===== src/design/lrlt_pkg.sv =====
`timescale 1ns / 1ps
// Shared types and constants for the locked-RMW line lock table.
package lrlt_pkg;

  localparam int REQ_W  = 4;
  localparam int LINE_W = 42;
  localparam int FUNC_W = 3;

  localparam logic [FUNC_W-1:0] FN_IFETCH = 3'd0;
  localparam logic [FUNC_W-1:0] FN_LOAD   = 3'd1;
  localparam logic [FUNC_W-1:0] FN_STORE  = 3'd2;
  localparam logic [FUNC_W-1:0] FN_ATOMIC = 3'd3;

  typedef enum logic [1:0] {
    ST_OK        = 2'd0,
    ST_INVALID   = 2'd1,
    ST_WAIT_FULL = 2'd2,
    ST_LOCK_FULL = 2'd3
  } status_t;

  typedef struct packed {
    logic [REQ_W-1:0]  who;
    logic [LINE_W-1:0] line;
    logic              wr;
    status_t           status;
  } result_t;

  typedef struct packed {
    logic [REQ_W-1:0]  who;
    logic              lk;
    logic [1:0]        fn;
    logic [LINE_W-1:0] line;
  } wait_t;

  typedef struct packed {
    logic load;
    logic look;
    logic walk;
    logic walk_end;
    logic flush;
  } cmd_t;

  typedef struct packed {
    logic look_walk;
    logic look_flush;
    logic walk_done;
    logic walk_stall;
    logic out_can;
  } stat_t;

endpackage


===== src/design/lrlt_if.sv =====
`timescale 1ns / 1ps
// Request and completion channel interfaces.
interface lrlt_req_if import lrlt_pkg::*; ();
  logic              valid;
  logic              ready;
  logic [REQ_W-1:0]  requester;
  logic [LINE_W-1:0] line_address;
  logic [FUNC_W-1:0] func;
  logic              locked_rmw;

  modport source (output valid, requester, line_address, func, locked_rmw, input ready);
  modport sink   (input valid, requester, line_address, func, locked_rmw, output ready);
endinterface

interface lrlt_done_if import lrlt_pkg::*; ();
  logic              valid;
  logic              ready;
  logic [REQ_W-1:0]  done_requester;
  logic [LINE_W-1:0] done_line;
  logic              done_is_write;
  logic [1:0]        status;
  logic              last;

  modport source (output valid, done_requester, done_line, done_is_write, status, last,
                  input ready);
  modport sink   (input valid, done_requester, done_line, done_is_write, status, last,
                  output ready);
endinterface


===== src/design/lrlt_ctrl.sv =====
`timescale 1ns / 1ps
// Controller state machine: sequences lookup, wait-list walk and final beat.
module lrlt_ctrl import lrlt_pkg::*; (
  input  logic  clk,
  input  logic  rst,
  input  logic  req_valid,
  output logic  req_ready,
  input  stat_t stat,
  output cmd_t  cmd
);

  typedef enum logic [3:0] {
    S_IDLE  = 4'b0001,
    S_LOOK  = 4'b0010,
    S_WALK  = 4'b0100,
    S_FLUSH = 4'b1000
  } state_t;

  state_t state, state_next;

  always_ff @(posedge clk) begin
    if (rst) begin
      state <= S_IDLE;
    end else begin
      state <= state_next;
    end
  end

  always_comb begin
    state_next = state;
    cmd        = '0;
    unique case (state)
      S_IDLE: begin
        cmd.load = req_valid;
        if (req_valid) state_next = S_LOOK;
      end
      S_LOOK: begin
        cmd.look = 1'b1;
        if (stat.look_walk) state_next = S_WALK;
        else if (stat.look_flush) state_next = S_FLUSH;
        else state_next = S_IDLE;
      end
      S_WALK: begin
        if (stat.walk_done) begin
          cmd.walk_end = 1'b1;
          state_next   = S_FLUSH;
        end else begin
          cmd.walk = !stat.walk_stall;
        end
      end
      S_FLUSH: begin
        cmd.flush = stat.out_can;
        if (stat.out_can) state_next = S_IDLE;
      end
      default: state_next = S_IDLE;
    endcase
  end

  assign req_ready = (state == S_IDLE);

endmodule


===== src/design/lrlt_dp.sv =====
`timescale 1ns / 1ps
// Datapath: request register, lock table, wait list and result staging.
module lrlt_dp import lrlt_pkg::*; #(
  parameter int LOCK_ENTRIES = 8,
  parameter int WAIT_DEPTH   = 16
) (
  input  logic              clk,
  input  logic              rst,
  input  cmd_t              cmd,
  output stat_t             stat,
  input  logic [REQ_W-1:0]  in_who,
  input  logic [LINE_W-1:0] in_line,
  input  logic [FUNC_W-1:0] in_fn,
  input  logic              in_lk,
  output logic              out_valid,
  input  logic              out_ready,
  output result_t           out_res,
  output logic              out_last
);

  localparam int LIX = (LOCK_ENTRIES > 1) ? $clog2(LOCK_ENTRIES) : 1;
  localparam int CW  = $clog2(WAIT_DEPTH + 1);
  localparam int WIX = (WAIT_DEPTH > 1) ? $clog2(WAIT_DEPTH) : 1;

  logic [REQ_W-1:0]  req_who;
  logic [LINE_W-1:0] req_line;
  logic [FUNC_W-1:0] req_fn;
  logic              req_lk;

  logic              lock_valid [LOCK_ENTRIES];
  logic [LINE_W-1:0] lock_line  [LOCK_ENTRIES];
  wait_t             wl         [WAIT_DEPTH];
  logic [CW-1:0]     wcount, k, w;
  logic              stopped;
  result_t           pend;

  logic           hit, free;
  logic [LIX-1:0] hit_idx, free_idx;
  logic           invalid, is_wr, must_wait, wl_full, lock_rd, unlock;
  wait_t          cur;
  logic           walk_done, match, out_can, push;

  always_comb begin
    hit      = 1'b0;
    free     = 1'b0;
    hit_idx  = '0;
    free_idx = '0;
    for (int i = 0; i < LOCK_ENTRIES; i++) begin
      if (lock_valid[i] && lock_line[i] == req_line && !hit) begin
        hit     = 1'b1;
        hit_idx = LIX'(i);
      end
      if (!lock_valid[i] && !free) begin
        free     = 1'b1;
        free_idx = LIX'(i);
      end
    end
  end

  assign invalid   = req_fn[2];
  assign is_wr     = req_fn[1];
  assign must_wait = !invalid && hit && !(req_lk && is_wr);
  assign wl_full   = (wcount == CW'(WAIT_DEPTH));
  assign lock_rd   = !invalid && !must_wait && req_lk && !is_wr;
  assign unlock    = !invalid && hit && req_lk && is_wr;

  assign cur       = wl[k[WIX-1:0]];
  assign walk_done = (k == wcount);
  assign match     = !walk_done && !stopped && (cur.line == req_line);
  assign out_can   = !out_valid || out_ready;
  assign push      = (cmd.walk && match) || cmd.flush;

  assign stat.look_walk  = unlock;
  assign stat.look_flush = !(must_wait && !wl_full);
  assign stat.walk_done  = walk_done;
  assign stat.walk_stall = match && !out_can;
  assign stat.out_can    = out_can;

  // control state
  always_ff @(posedge clk) begin
    if (rst) begin
      for (int i = 0; i < LOCK_ENTRIES; i++) lock_valid[i] <= 1'b0;
      wcount    <= '0;
      out_valid <= 1'b0;
    end else begin
      if (cmd.look) begin
        if (must_wait && !wl_full) wcount <= wcount + CW'(1);
        if (lock_rd && free) lock_valid[free_idx] <= 1'b1;
        if (unlock) lock_valid[hit_idx] <= 1'b0;
      end
      // a reissued locked read relocks the line and stops further matches in the walk
      if (cmd.walk && match && cur.lk && !cur.fn[1]) lock_valid[free_idx] <= 1'b1;
      if (cmd.walk_end) wcount <= w;
      if (push) out_valid <= 1'b1;
      else if (out_ready) out_valid <= 1'b0;
    end
  end

  // payload and walk pointers
  always_ff @(posedge clk) begin
    if (cmd.load) begin
      req_who  <= in_who;
      req_line <= in_line;
      req_fn   <= in_fn;
      req_lk   <= in_lk;
    end
    if (cmd.look) begin
      k       <= '0;
      w       <= '0;
      stopped <= 1'b0;
      if (invalid) begin
        pend <= '{who: req_who, line: req_line, wr: 1'b0, status: ST_INVALID};
      end else if (must_wait) begin
        pend <= '{who: req_who, line: req_line, wr: is_wr, status: ST_WAIT_FULL};
        if (!wl_full)
          wl[wcount[WIX-1:0]] <= '{who: req_who, lk: req_lk, fn: req_fn[1:0], line: req_line};
      end else if (lock_rd) begin
        if (free) begin
          lock_line[free_idx] <= req_line;
          pend <= '{who: req_who, line: req_line, wr: 1'b0, status: ST_OK};
        end else begin
          pend <= '{who: req_who, line: req_line, wr: 1'b0, status: ST_LOCK_FULL};
        end
      end else begin
        pend <= '{who: req_who, line: req_line, wr: is_wr, status: ST_OK};
      end
    end
    if (cmd.walk) begin
      k <= k + CW'(1);
      if (match) begin
        pend <= '{who: cur.who, line: req_line, wr: cur.fn[1], status: ST_OK};
        if (cur.lk && !cur.fn[1]) begin
          lock_line[free_idx] <= req_line;
          stopped             <= 1'b1;
        end
      end else begin
        // compact the list in place
        wl[w[WIX-1:0]] <= cur;
        w              <= w + CW'(1);
      end
    end
    if (push) begin
      out_res  <= pend;
      out_last <= cmd.flush;
    end
  end

endmodule


===== src/design/locked_rmw_line_lock_table_unit.sv =====
`timescale 1ns / 1ps
// Top level of the locked-RMW line lock table.
//  channel | dir | payload                                              | handshake
//  req     | in  | requester, line_address, func, locked_rmw            | valid/ready
//  rsp     | out | done_requester, done_line, done_is_write, status,last | valid/ready
// One request at a time: accept, lookup, then for an unlock a wait-list walk, then one final result beat.
// Unlock: walks the wait list, one wait entry per cycle while rsp is not stalled.
// A request that only joins the wait list gives no beat.
// Reset clears the lock valid bits, the wait count and the output valid flag.
// A stalled rsp stalls the walk; req is not taken until the final beat is loaded.
module locked_rmw_line_lock_table_unit import lrlt_pkg::*; #(
  parameter int LOCK_ENTRIES = 8,
  parameter int WAIT_DEPTH   = 16
) (
  input  logic        clk,
  input  logic        rst,
  lrlt_req_if.sink    req,
  lrlt_done_if.source rsp
);

  cmd_t    cmd;
  stat_t   stat;
  result_t res;

  lrlt_ctrl u_ctrl (
    .clk       (clk),
    .rst       (rst),
    .req_valid (req.valid),
    .req_ready (req.ready),
    .stat      (stat),
    .cmd       (cmd)
  );

  lrlt_dp #(
    .LOCK_ENTRIES (LOCK_ENTRIES),
    .WAIT_DEPTH   (WAIT_DEPTH)
  ) u_dp (
    .clk       (clk),
    .rst       (rst),
    .cmd       (cmd),
    .stat      (stat),
    .in_who    (req.requester),
    .in_line   (req.line_address),
    .in_fn     (req.func),
    .in_lk     (req.locked_rmw),
    .out_valid (rsp.valid),
    .out_ready (rsp.ready),
    .out_res   (res),
    .out_last  (rsp.last)
  );

  assign rsp.done_requester = res.who;
  assign rsp.done_line      = res.line;
  assign rsp.done_is_write  = res.wr;
  assign rsp.status         = res.status;

endmodule


===== src/flat_wrapper.sv =====
// flat-port wrapper written by rule: the top's interface ports become plain ports
module locked_rmw_line_lock_table_unit_flat import lrlt_pkg::*;
#(
  parameter int LOCK_ENTRIES = 8,
  parameter int WAIT_DEPTH   = 16
)
  (clk, rst, req_valid, req_requester, req_line_address, req_func, req_locked_rmw, req_ready, rsp_valid, rsp_done_requester, rsp_done_line, rsp_done_is_write, rsp_status, rsp_last, rsp_ready);
  lrlt_req_if req_i ();
  lrlt_done_if rsp_i ();
  input  logic clk;
  input  logic rst;
  input wire logic [$bits(req_i.valid)-1:0] req_valid;
  input wire logic [$bits(req_i.requester)-1:0] req_requester;
  input wire logic [$bits(req_i.line_address)-1:0] req_line_address;
  input wire logic [$bits(req_i.func)-1:0] req_func;
  input wire logic [$bits(req_i.locked_rmw)-1:0] req_locked_rmw;
  output wire logic [$bits(req_i.ready)-1:0] req_ready;
  output wire logic [$bits(rsp_i.valid)-1:0] rsp_valid;
  output wire logic [$bits(rsp_i.done_requester)-1:0] rsp_done_requester;
  output wire logic [$bits(rsp_i.done_line)-1:0] rsp_done_line;
  output wire logic [$bits(rsp_i.done_is_write)-1:0] rsp_done_is_write;
  output wire logic [$bits(rsp_i.status)-1:0] rsp_status;
  output wire logic [$bits(rsp_i.last)-1:0] rsp_last;
  input wire logic [$bits(rsp_i.ready)-1:0] rsp_ready;
  assign req_i.valid = req_valid;
  assign req_i.requester = req_requester;
  assign req_i.line_address = req_line_address;
  assign req_i.func = req_func;
  assign req_i.locked_rmw = req_locked_rmw;
  assign req_ready = req_i.ready;
  assign rsp_valid = rsp_i.valid;
  assign rsp_done_requester = rsp_i.done_requester;
  assign rsp_done_line = rsp_i.done_line;
  assign rsp_done_is_write = rsp_i.done_is_write;
  assign rsp_status = rsp_i.status;
  assign rsp_last = rsp_i.last;
  assign rsp_i.ready = rsp_ready;
  locked_rmw_line_lock_table_unit #(.LOCK_ENTRIES(LOCK_ENTRIES), .WAIT_DEPTH(WAIT_DEPTH)) u_core (.clk(clk), .rst(rst), .req(req_i), .rsp(rsp_i));
endmodule

===== config.mk =====
export PLATFORM = sky130hd
export DESIGN_NAME = locked_rmw_line_lock_table_unit_flat
export DESIGN_NICKNAME = d
export VERILOG_FILES = /design/src/design/lrlt_pkg.sv /design/src/design/lrlt_if.sv /design/src/design/lrlt_ctrl.sv /design/src/design/lrlt_dp.sv /design/src/design/locked_rmw_line_lock_table_unit.sv /design/src/flat_wrapper.sv
export SDC_FILE = /design/constraint.sdc
export NUM_CORES = 2
export LEC_CHECK = 0
export BUFFER_PORTS_ARGS = -buffer_cell sky130_fd_sc_hd__buf_2
export CAP_MARGIN = 15
export CORE_MARGIN = 3
export CORE_UTILIZATION = 47
export CTS_BUF_LIST = sky130_fd_sc_hd__clkbuf_8
export CTS_CLUSTER_DIAMETER = 200
export DETAILED_ROUTE_END_ITERATION = 6
export PLACE_DENSITY_LB_ADDON = 0.25
export SLEW_MARGIN = 40
export SYNTH_ARGS = -nofsm -noshare
export SYNTH_HDL_FRONTEND = slang
export SYNTH_SLANG_ARGS = --single-unit

===== constraint.sdc =====
create_clock -name clk -period 9 [get_ports clk]
set_clock_uncertainty 0.1 [all_clocks]
set_input_delay 1.8 -clock clk [delete_from_list [all_inputs] [get_ports clk]]
set_output_delay 1.8 -clock clk [all_outputs]
set_load 0.005 [all_outputs]

# Word-level counts from Yosys, hierarchy flattened
# Memory sizes are Yosys's and may differ from the RTL's. A register that Yosys moved wholly into a read port is not among the register bits.
# Index checks and enable logic that the tools add are counted.
dict set report word_totals {
  register_bits 170
  ram_bits 1128
  inputBits 54
  elab_cells 232
  mem_count 3
}
dict set report classes {
  n_addsub 3
  n_eq_ne 18
  n_mux 106
  bitwise_logic 2
  reduce_logical 81
}
# name depth word_bits read_ports rd_clocked_by_memory_dff write_ports line_no
set memory_table {}
lappend memory_table {u_core.u_dp.wl 16 49 1 1 1 lrlt_dp.sv:32} ;# wait_t wl [WAIT_DEPTH];
lappend memory_table {u_core.u_dp.lock_line 8 42 8 0 1 lrlt_dp.sv:31} ;# logic [LINE_W-1:0] lock_line [LOCK_ENTRIES];
lappend memory_table {u_core.u_dp.lock_valid 8 1 8 0 8 lrlt_dp.sv:30} ;# logic lock_valid [LOCK_ENTRIES];
# cell n
set op_table {}
lappend op_table {{42-bit equality test} 9}
lappend op_table {{49-bit 2-to-1 mux} 4}
lappend op_table {{1-bit 2-to-1 mux} 66}
lappend op_table {{3-bit 2-to-1 mux} 17}
lappend op_table {{49-bit OR reduction} 1}
lappend op_table {{42-bit 2-to-1 mux} 1}
lappend op_table {{5-bit 2-to-1 mux} 8}
lappend op_table {{1-bit logical AND} 39}
lappend op_table {{1-bit logical NOT} 31}
lappend op_table {{4-bit 2-to-1 mux} 7}
lappend op_table {{4-bit case mux with 4 select lines} 1}
lappend op_table {{5-bit by 1-bit adder with 5-bit output (second input constant)} 3}
lappend op_table {{2-bit nonzero test} 4}
lappend op_table {{2-bit != test (second input constant)} 3}
lappend op_table {{5-bit equality test} 1}
lappend op_table {{5-bit equality test (second input constant)} 1}
lappend op_table {{4-bit by 1-bit equality test with 1-bit output (second input constant)} 1}
lappend op_table {{4-bit by 2-bit equality test with 1-bit output (second input constant)} 1}
lappend op_table {{4-bit by 3-bit equality test with 1-bit output (second input constant)} 1}
lappend op_table {{4-bit equality test (second input constant)} 1}
lappend op_table {{2-bit 2-to-1 mux} 2}
lappend op_table {{3-bit AND reduction} 1}
lappend op_table {{1-bit logical OR} 2}
lappend op_table {{1-bit bitwise OR} 2}
lappend op_table {{2 further kinds} 3}

# Logic depth before layout (Yosys ltp)
# An unclocked memory read counts as a cell.
dict set report depth {
  depth_word 40
  depth_mapped 17
}

# Hierarchy
# Synthesis repeated with hierarchy kept, for this count alone.
dict set report hier_totals {
  hier_cells 3903
  area_unflattened_um2 61841.8
}
# module instances cells_per_inst area_per_inst_um2 seq_area_each_um2
set modules_own_cells {}
lappend modules_own_cells {lrlt_dp 1 3866 61507.7 37736.2}
lappend modules_own_cells {lrlt_ctrl 1 37 334.1 80.1}

# Worst setup path after synthesis
# OpenSTA, ideal clock, no wires.
dict set report synth_path {
  path_kind {register to register}
  startpoint {register (tool-made name)}
  endpoint {memory u_core.u_dp.lock_line[0][0], enable pin}
  setup_ps 494
  arrival_ps 6201
  slack_ps 2206
  stages_incl_launch_ff 16
  n_path_buf 9
  period_less_slack_ps 6794
  path_cell_list {dfxtp_1 -> buf_6 -> buf_6 -> buf_6 -> buf_4 -> buf_4 -> buf_4 -> clkbuf_1 -> buf_1 -> mux4_2 -> mux4_2 -> inv_1 -> and3_1 -> a21oi_2 -> buf_2 -> nor3_1}
}
# item line_no
set synth_lines {}
lappend synth_lines {{to (decl)} lrlt_dp.sv:31}

==> run metrics <==
GR Util All Layers 0.2490; clock tree sinks about 1.3k; Mapped Cells ~3.2k; Yosys top cell area share 0.6810; Setup violations, final 0; unrepaired setup endpoints after global routing false; clk_lat worst skew 0.87 ns; CTS Root Cell clkbuf_8; # resized after CTS 0; number of top-level pins roughly 110; WL/cell 28.82 um; initial drt markers about 3.3k; most common cell in the synthesized netlist edfxtp_1; worst rel slew slack 0.4163; Hold Path Class reg -> reg; Tmin final approximately 6.5 ns; Synth top cells by count edfxtp_1 (1,216), xnor2_1 (345), mux2i_1 (183), nand4_1 (172), mux4_2 (130); max-slew violations 0; leading area contributor after synthesis edfxtp_1; max-cap viol count 0; Area Overhead vs Synth 12.27%; Die W 343.8 um; vias per cell between 6 and 7; Fmax roughly 150 MHz; maximum vdd drop 0.1476 mV; 1st-pass router iterations 6; Post-synth EDFFs ~1.2k; Setup Crit Path Kind reg -> reg; startpoint types flop; layout cell share with drive strength beyond 1 0.2041; total negative slack 0 ns; via count 30.92k; syn_nets ~3.2k; Req. time, crit path 9.36 ns; Synth async-reset ratio 0; CTS Buf Count ~200; largest net degree at the start of global routing 92; die area between 0.1 and 0.15 sq mm; # fillers about 8.9k; Core Region between 0.1 and 0.15 sq mm; Avg Synthesized Cell Area 16.86 sq um; Synth Register Bits ~1.3k; Synth cell types 86; post-CTS setup buffers 0; dpl hpwl just under 90 mm; Worst-path clk slew about 0.07 ns; Mapped Area roughly 0.054 sq mm; Top FF cell, synth edfxtp_1; Final nets about 3.5k; Post-Route WL 147.0 mm; Remaining Overflow, GRT 0; highest fanout seen on the critical path 64; power per cell area ~200 mW/mm^2; first-pass GRT wire length approximately 210 mm; Starting Density 0.4753; Post-DRT Antenna Nets 0; leakage power a little under 0.02 uW; vias in the first global route a little over 30k; CP endpoint kind flop; CP Data Arrival Time just under 7 ns; period utilization 0.7169; status completed; CTS Buffer Depth 3; GPL Wtd Cong approximately 0.89; Syn. warnings 0; Row Count between 100 and 150; cts hold-fix bufs 0; # port buffers between 100 and 150; Worst Tran Pin Value 0.8755 ns; number of remaining DRC errors 0; Fin. Hold Viols 0; CTS tree done; htree depth 4; Hold WS 0.3194 ns; top post-synthesis cells by area edfxtp_1 (68%), xnor2_1 (5.6%), mux4_2 (5.5%), mux2i_1 (3.4%), dfxtp_1 (2.6%); sequential area share after synthesis 0.7068; initial antenna violation count 6; Chip Height between 300 and 400 um
==> registers in the layout (all words and copies together), names as in the netlist, 2 cells and up, named ones only <==
signal and count:
u_core.u_dp.lock_valid 8, u_core.u_dp.req_line 42, u_core.u_dp.out_res 49, u_core.u_dp.wl 768, u_core.u_dp.wcount 5, u_core.u_dp.lock_line 336
u_core.u_dp.req_fn 2, u_core.u_ctrl.state 4, u_core.u_dp.k 5, u_core.u_dp.w 5, u_core.u_dp.pend 49, u_core.u_dp.req_who 4
==> where the power goes <==
part | leakage (uW) | total, uW | internal [uW] | switching [uW]
Clock | 0.00217 | 4520 | 2260 | 2260
Sequential | 0.0115 | 6880 | 6770 | 114
Combinational | 0.00582 | 924 | 327 | 597
Total | 0.0195 | 12300 | 9350 | 2970
==> through the flow <==
stage,worst slack (ns),cell area [sq um],power (uW),utilization,cells
finish,2.548,60200,12320,0.5337,5099
global route,2.297,60200,12770,0.5337,5099
CTS,2.596,60140,12410,0.5331,5095
detailed placement,2.604,56470,7921,0.5005,4731
global placement,2.549,56290,7881,0.4990,4723
floorplan,2.206,53620,7542,-,3180
==> layout by cell type, fill, tap and decap left out, types with 31 or more instances in the layout <==
cell      instances
nor2_1           74
clkbuf_8        211
dfxtp_1          65
a21oi_1          31
mux2i_1         176
nand3_1          45
a22oi_1          43
mux4_2          130
nor3_1           48
buf_2           104
inv_1           104
buf_4            92
mux2_1           43
nand4_1         172
mux2_2           45
edfxtp_1       1216
nand2_1         118
clkinv_1         32
nor4_1           42
xnor2_1         345
==> critical path, stage by stage (launching register included) <==
cell and delay, ns:
dfxtp_4 0.83, buf_12 0.46, and2_1 0.69, a22oi_1 0.25
and4_1 0.26, nor3_1 0.62, a211oi_1 0.09, nand4_1 0.20
nor4_4 0.07, buf_4 0.21, or4_1 0.64, o22ai_4 0.69
buf_4 0.75
==> cells by family (layout without fill, tap and decap cells) <==
logic type	after synthesis	after routing	share of synthesized area
flip-flops	1285	1285	0.7068
AND/OR/NAND/NOR	664	664	0.06914
multiplexers	412	412	0.1105
XOR/XNOR	374	374	0.06109
AO/OA/AOI/OAI	248	248	0.03316
buffers and inverters	193	610	0.01843
adder cells (fa/ha/maj)	4	4	0.0009334
other	0	2	0
==> layer usage <==
metal	routed length, um	global-route usage	up-vias
met4	4935	0.09122	0
li1	-	-	13150
met3	12440	0.04236	312
met5	0	0	-
met2	68440	0.3896	1596
met1	61150	0.3531	15860
==> final cells by class <==
cell class,instances,area (sq um),share of cell area
Sequential cell,1285,37910,0.6298
Multi-Input combinational cell,1702,15070,0.2504
Clock buffer,211,2904,0.04824
Tap cell,1500,1877,0.03118
Timing Repair Buffer,217,1551,0.02577
Clock inverter,153,769.5,0.01278
Inverter,29,108.9,0.001808
Antenna cell,2,5.005,0.00008314
==> worst paths after layout <==
check	start	endpoint	slack [ns]	cells after the start
worst max-delay path	flop	u_core.u_dp.wl[0][24]	2.55	12
worst min-delay path	u_core.u_dp.pend[20]	u_core.u_dp.out_res[20]	0.32	0
worst max register to register	flop	u_core.u_dp.wl[0][24]	2.55	12
worst min register to register	u_core.u_dp.pend[20]	u_core.u_dp.out_res[20]	0.32	0
Note: power is estimated with default switching activity, not from simulation.
